--- config.mk ---
export PLATFORM = sky130hd
export DESIGN_NAME = ceau_div_step
export DESIGN_NICKNAME = d
export VERILOG_FILES = /design/src/sv/complex_elementwise_alu_unit_defines.svh /design/src/sv/ceau_pkg.sv /design/src/sv/ceau_div_step.sv
export SDC_FILE = /design/constraint.sdc
export NUM_CORES = 1
export LEC_CHECK = 0
export BUFFER_PORTS_ARGS = -buffer_cell sky130_fd_sc_hd__buf_2
export CAP_MARGIN = 20
export CORE_AREA = 2 2 316 318
export CTS_CLUSTER_SIZE = 25
export DETAILED_ROUTE_END_ITERATION = 16
export DIE_AREA = 0 0 318 320
export PLACE_DENSITY_LB_ADDON = 0.1
export SLEW_MARGIN = 15
export SYNTH_ARGS = -nofsm -noshare
export SYNTH_HDL_FRONTEND = slang
export SYNTH_SLANG_ARGS = --single-unit
--- constraint.sdc ---
create_clock -name clock -period 5.4 [get_ports clock]
set_clock_uncertainty 0.2 [all_clocks]
set_input_delay 0.81 -clock clock [delete_from_list [all_inputs] [get_ports clock]]
set_output_delay 0.81 -clock clock [all_outputs]
set_load 0.05 [all_outputs]
--- src/sv/complex_elementwise_alu_unit_defines.svh ---
// Assertion macros shared by the complex arithmetic unit.
// Plain text macros only; no dependencies.
`ifndef COMPLEX_ELEMENTWISE_ALU_UNIT_DEFINES_SVH
`define COMPLEX_ELEMENTWISE_ALU_UNIT_DEFINES_SVH

// Same-cycle implication, disabled during reset.
`define CEAU_ASSERT_IMPLY(label, clk, rst, ante, cons, msg) \
   label: assert property (@(posedge clk) disable iff (rst) (ante) |-> (cons)) \
      else $error(msg);

// Next-cycle implication, disabled during reset.
`define CEAU_ASSERT_NEXT(label, clk, rst, ante, cons, msg) \
   label: assert property (@(posedge clk) disable iff (rst) (ante) |=> (cons)) \
      else $error(msg);

`endif

--- src/sv/ceau_pkg.sv ---
// Shared types and operation codes of the complex arithmetic unit.
// No dependencies.
package ceau_pkg;

   // Operation codes carried in the request tuser field.
   localparam logic [2:0] KIND_ADD   = 3'd0;
   localparam logic [2:0] KIND_SUB   = 3'd1;
   localparam logic [2:0] KIND_MUL   = 3'd2;
   localparam logic [2:0] KIND_DIV   = 3'd3;
   localparam logic [2:0] KIND_RECIP = 3'd4;
   localparam logic [2:0] KIND_NEG   = 3'd5;

   // Per-word control flags that travel down the pipeline beside the data.
   typedef struct packed {
      logic [2:0] kind;
      logic       last;
      logic       a_re_neg;
      logic       a_im_neg;
      logic       zd;
      logic       neg_re;
      logic       neg_im;
      logic       dsat;
      logic       ovf_re;
      logic       ovf_im;
   } ceau_side_type;

   // True for the operations that go through the divider.
   function automatic logic is_quot(input logic [2:0] kind);
      return (kind == KIND_DIV) || (kind == KIND_RECIP);
   endfunction

endpackage

--- src/sv/ceau_div_step.sv ---
// One restoring-division stage for the real and imaginary quotients.
// Depends on ceau_pkg for the control flags that ride along.
module ceau_div_step import ceau_pkg::*; #(
   parameter int DATA_WIDTH = 32,
   parameter int STEP       = 0
) (
   input  logic                       clock,
   input  logic                       reset,
   input  logic                       en,
   input  logic                       v_i,
   input  ceau_side_type              side_i,
   input  logic [DATA_WIDTH-1:0]      dre_i,
   input  logic [DATA_WIDTH-1:0]      dim_i,
   input  logic [3*DATA_WIDTH+2:0]    r_re_i,
   input  logic [3*DATA_WIDTH+2:0]    r_im_i,
   input  logic [DATA_WIDTH:0]        q_re_i,
   input  logic [DATA_WIDTH:0]        q_im_i,
   input  logic [2*DATA_WIDTH:0]      dv_i,
   output logic                       v_o,
   output ceau_side_type              side_o,
   output logic [DATA_WIDTH-1:0]      dre_o,
   output logic [DATA_WIDTH-1:0]      dim_o,
   output logic [3*DATA_WIDTH+2:0]    r_re_o,
   output logic [3*DATA_WIDTH+2:0]    r_im_o,
   output logic [DATA_WIDTH:0]        q_re_o,
   output logic [DATA_WIDTH:0]        q_im_o,
   output logic [2*DATA_WIDTH:0]      dv_o
);
   localparam int RW = 3 * DATA_WIDTH + 3;
   localparam int QW = DATA_WIDTH + 1;

   logic [RW-1:0] sub_w;
   logic          ge_re, ge_im;
   logic [RW-1:0] r_re_in, r_im_in;
   logic [QW-1:0] q_re_in, q_im_in;

   logic                  v_ff;
   ceau_side_type         side_ff;
   logic [DATA_WIDTH-1:0] dre_ff, dim_ff;
   logic [RW-1:0]         r_re_ff, r_im_ff;
   logic [QW-1:0]         q_re_ff, q_im_ff;
   logic [2*DATA_WIDTH:0] dv_ff;

   // Trial subtraction of the shifted divisor from each remainder.
   assign sub_w   = RW'(dv_i) << STEP;
   assign ge_re   = r_re_i >= sub_w;
   assign ge_im   = r_im_i >= sub_w;
   assign r_re_in = ge_re ? (r_re_i - sub_w) : r_re_i;
   assign r_im_in = ge_im ? (r_im_i - sub_w) : r_im_i;
   assign q_re_in = q_re_i | (QW'(ge_re) << STEP);
   assign q_im_in = q_im_i | (QW'(ge_im) << STEP);

   // Valid bit is control state and is cleared by reset.
   always_ff @(posedge clock) begin
      if (reset) begin
         v_ff <= 1'b0;
      end else if (en) begin
         v_ff <= v_i;
      end
   end

   // Payload registers.
   always_ff @(posedge clock) begin
      if (en) begin
         side_ff <= side_i;
         dre_ff  <= dre_i;
         dim_ff  <= dim_i;
         r_re_ff <= r_re_in;
         r_im_ff <= r_im_in;
         q_re_ff <= q_re_in;
         q_im_ff <= q_im_in;
         dv_ff   <= dv_i;
      end
   end

   assign v_o    = v_ff;
   assign side_o = side_ff;
   assign dre_o  = dre_ff;
   assign dim_o  = dim_ff;
   assign r_re_o = r_re_ff;
   assign r_im_o = r_im_ff;
   assign q_re_o = q_re_ff;
   assign q_im_o = q_im_ff;
   assign dv_o   = dv_ff;

endmodule

==> run metrics <==
Post-DRT Antenna Nets 0; Critical Path, Cell by Cell buf_2 > inv_1 > ha_1 > nand4_1 > nor2_1 > nand4_1 > nor4_1 > buf_4 > a31oi_1 > nand2_1 > a31oi_4 > or3_1 > nor4_1 > xor2_1; DR iter-0 viols 1566; ys flop type edfxtp_1; WHS Path Cells 2; Yosys top cell by area edfxtp_1; Finished Cell Area 31280 µm²; switching power 4.057 mW; Max Freq 228.4 MHz; overall routed net length 112.0 mm; crit path time final around 4.4 ns; Mean Syn Cell Area 10.28 µm²; maximum VDD drop ~230 µV; mean routed wirelength per cell between 20 and 30 µm; Placed Area 29620 µm²; die area 101800 µm²; WP data required around 5.6 ns; dpl hpwl about 94 mm; Die X 318 µm; Post-Synthesis Cells approximately 2300; synthesis-stage register bit count 406; largest cells by area after synthesis edfxtp_1, ha_1, nand2_1; Util after Layout 0.3192; total congestion overflow 0; clock sink count 406; Clock Root Buffer clkbuf_16; status finished clean; r2r worst-path depth 2; Synth cell types 86; Post-synth EDFFs 405; Initial Util 0.2449; GPL Wtd Cong 0.9240; CP Capture Type flop; area delta synth->final 30.35%; top cell type's share of synthesized area 0.5068; via count roughly 22000; slowest CP cell nor4_1; Pins Over Slew Limit 0; first-pass GRT wire length 157.7 mm; cts repair resizes 0; Slew headroom 0.4413; max_cap viols 0; Logic pwr share 0.308; critical path peak fanout 9; CTS buffer count 51; commonest cells in the netlist edfxtp_1, nand2_1, o21ai_0, a21oi_1, nor2_1; layout cells sized above 1 0.3048; Port Buffers ~800; P_int approximately 6.7 mW; vias per cell slightly below 5; # Post-CTS Setup Buffers 0; vias in the first global route 22110; final hold violations 0; Leakage about 13 nW; chip height around 320 µm; Filler cells 10380; power density cells about 340 nW/µm²; sequential power share 0.373; TritonCTS clock tree yes; Setup violations, final 0; largest net degree at the start of global routing 118; Clock H-tree levels 2; Clock Tree Buf Depth 3; row cnt 115; drc violations 0; sequential share of the synthesized area 0.5076; num ports 815; CP max stage delay 0.58 ns; Ys Warns 0; WS Path Type input port to flop; ys async rst share 0; Pre-antenna DRT Iters 5; type of the worst min-delay path input port to flop; fin nets 3679; Syn Std Cell Area between 20000 and 25000 µm²; cts hold-fix bufs 0; Core Area 97990 µm²; most common cell in the synthesized netlist edfxtp_1; Min Hold Slack 0.1171 ns; Synthesized Nets 2875; Worst Path Arrival approximately 4.5 ns; Clock power frac 0.319; final setup TNS 0 ns; Sw Ratio 0.3782; Final Cycle Share 0.8109; Reg clk slew, reported paths 0.06 ns; Total Routing Usage GR 0.2116; clock latency on the worst-skew pair 0.64 ns; crit path launch type input port; worst-margin pin slew ~0.84 ns; initial antenna violation count 41; unrepaired setup endpoints after global routing no
==> flip-flops by register name (all words and copies together), names as in the netlist <==
| name | count |
|---|---|
| q_re_o | 33 |
| dim_o | 32 |
| dre_o | 32 |
| q_im_o | 33 |
| r_im_o | 99 |
| v_o | 1 |
| side_o | 12 |
| r_re_o | 99 |
| dv_o | 65 |
==> worst paths after layout <==
check           start    endpoint  slack, ns
max          dv_i[18]  r_im_o[73]       1.02
min             reset         v_o       0.12
max reg2reg       v_o         v_o       4.62
min reg2reg       v_o         v_o       0.29
==> worst max-delay path, delay by kind of cell <==
kind / cells / cell delay [ns]
adders and majority gates: 1 / 0.45
xor gates and xnor gates: 1 / 0.13
and+or+nand+nor: 7 / 2.44
AOI/OAI and AO/OA: 2 / 0.19
buffers and inverters: 3 / 0.51
==> per-stage QoR <==
stage          power, mW  setup WS [ns]  std cells
2_1_floorplan      6.214          1.258       2334
3_3_place_gp       7.407         0.3354       4372
3_5_place_dp       7.392         0.3339       4372
4_1_cts            10.89          1.032       4466
5_1_grt            11.18         0.7195       4469
6_report           10.73          1.021       4477
==> area by class of cell <==
type / count / area (µm²) / area share
inverters: 100 / 375.4 / 0.01200
flip-flops and latches: 406 / 12180 / 0.3894
clock buffers: 61 / 1314 / 0.04200
diodes: 11 / 27.53 / 0.0008800
well taps: 1287 / 1610 / 0.05148
clock inverters: 33 / 320.3 / 0.01024
repair buffers: 858 / 4477 / 0.1431
multi-input cells: 1721 / 10970 / 0.3508
==> layout by cell type (no fill, tap or decap), types with 44 or more instances in the layout <==
cell type / n
clkbuf_16: 51
inv_1: 100
nor2_1: 139
xor2_1: 87
a21o_1: 44
ha_1: 130
o21ai_0: 209
a21oi_1: 173
buf_2: 813
edfxtp_1: 405
xnor2_1: 101
nand3_1: 46
nand4_1: 66
nand2_1: 290
==> cells by family after synthesis <==
logic type / after synthesis / synth area share
AOI/OAI and AO/OA: 646 / 0.1642
xor gates and xnor gates: 188 / 0.06862
adders and majority gates: 132 / 0.06945
buffers and inverters: 207 / 0.03540
DFF: 406 / 0.5076
muxes: 7 / 0.003076
and+or+nand+nor: 748 / 0.1516
==> routing by layer <==
layer / vias up / track usage / routed length [µm]
met1: 10480 / 0.2367 / 43520
li1: 10310 / - / -
met3: 155 / 0.05414 / 7370
met4: 38 / 0.06275 / 3178
met5: - / 0 / 257
met2: 770 / 0.3918 / 57700
==> power by group through the flow <==
stage / combinational (mW) / sequential [mW] / clock (mW)
after global routing: 3.51 / 4.03 / 3.64
after CTS: 3.34 / 4.01 / 3.54
final: 3.31 / 4.00 / 3.42
after detailed placement: 3.33 / 4.06 / 0
after floorplan: 0.970 / 5.24 / 0
after global placement: 3.34 / 4.07 / 0
(Power assumes the default switching activity.)
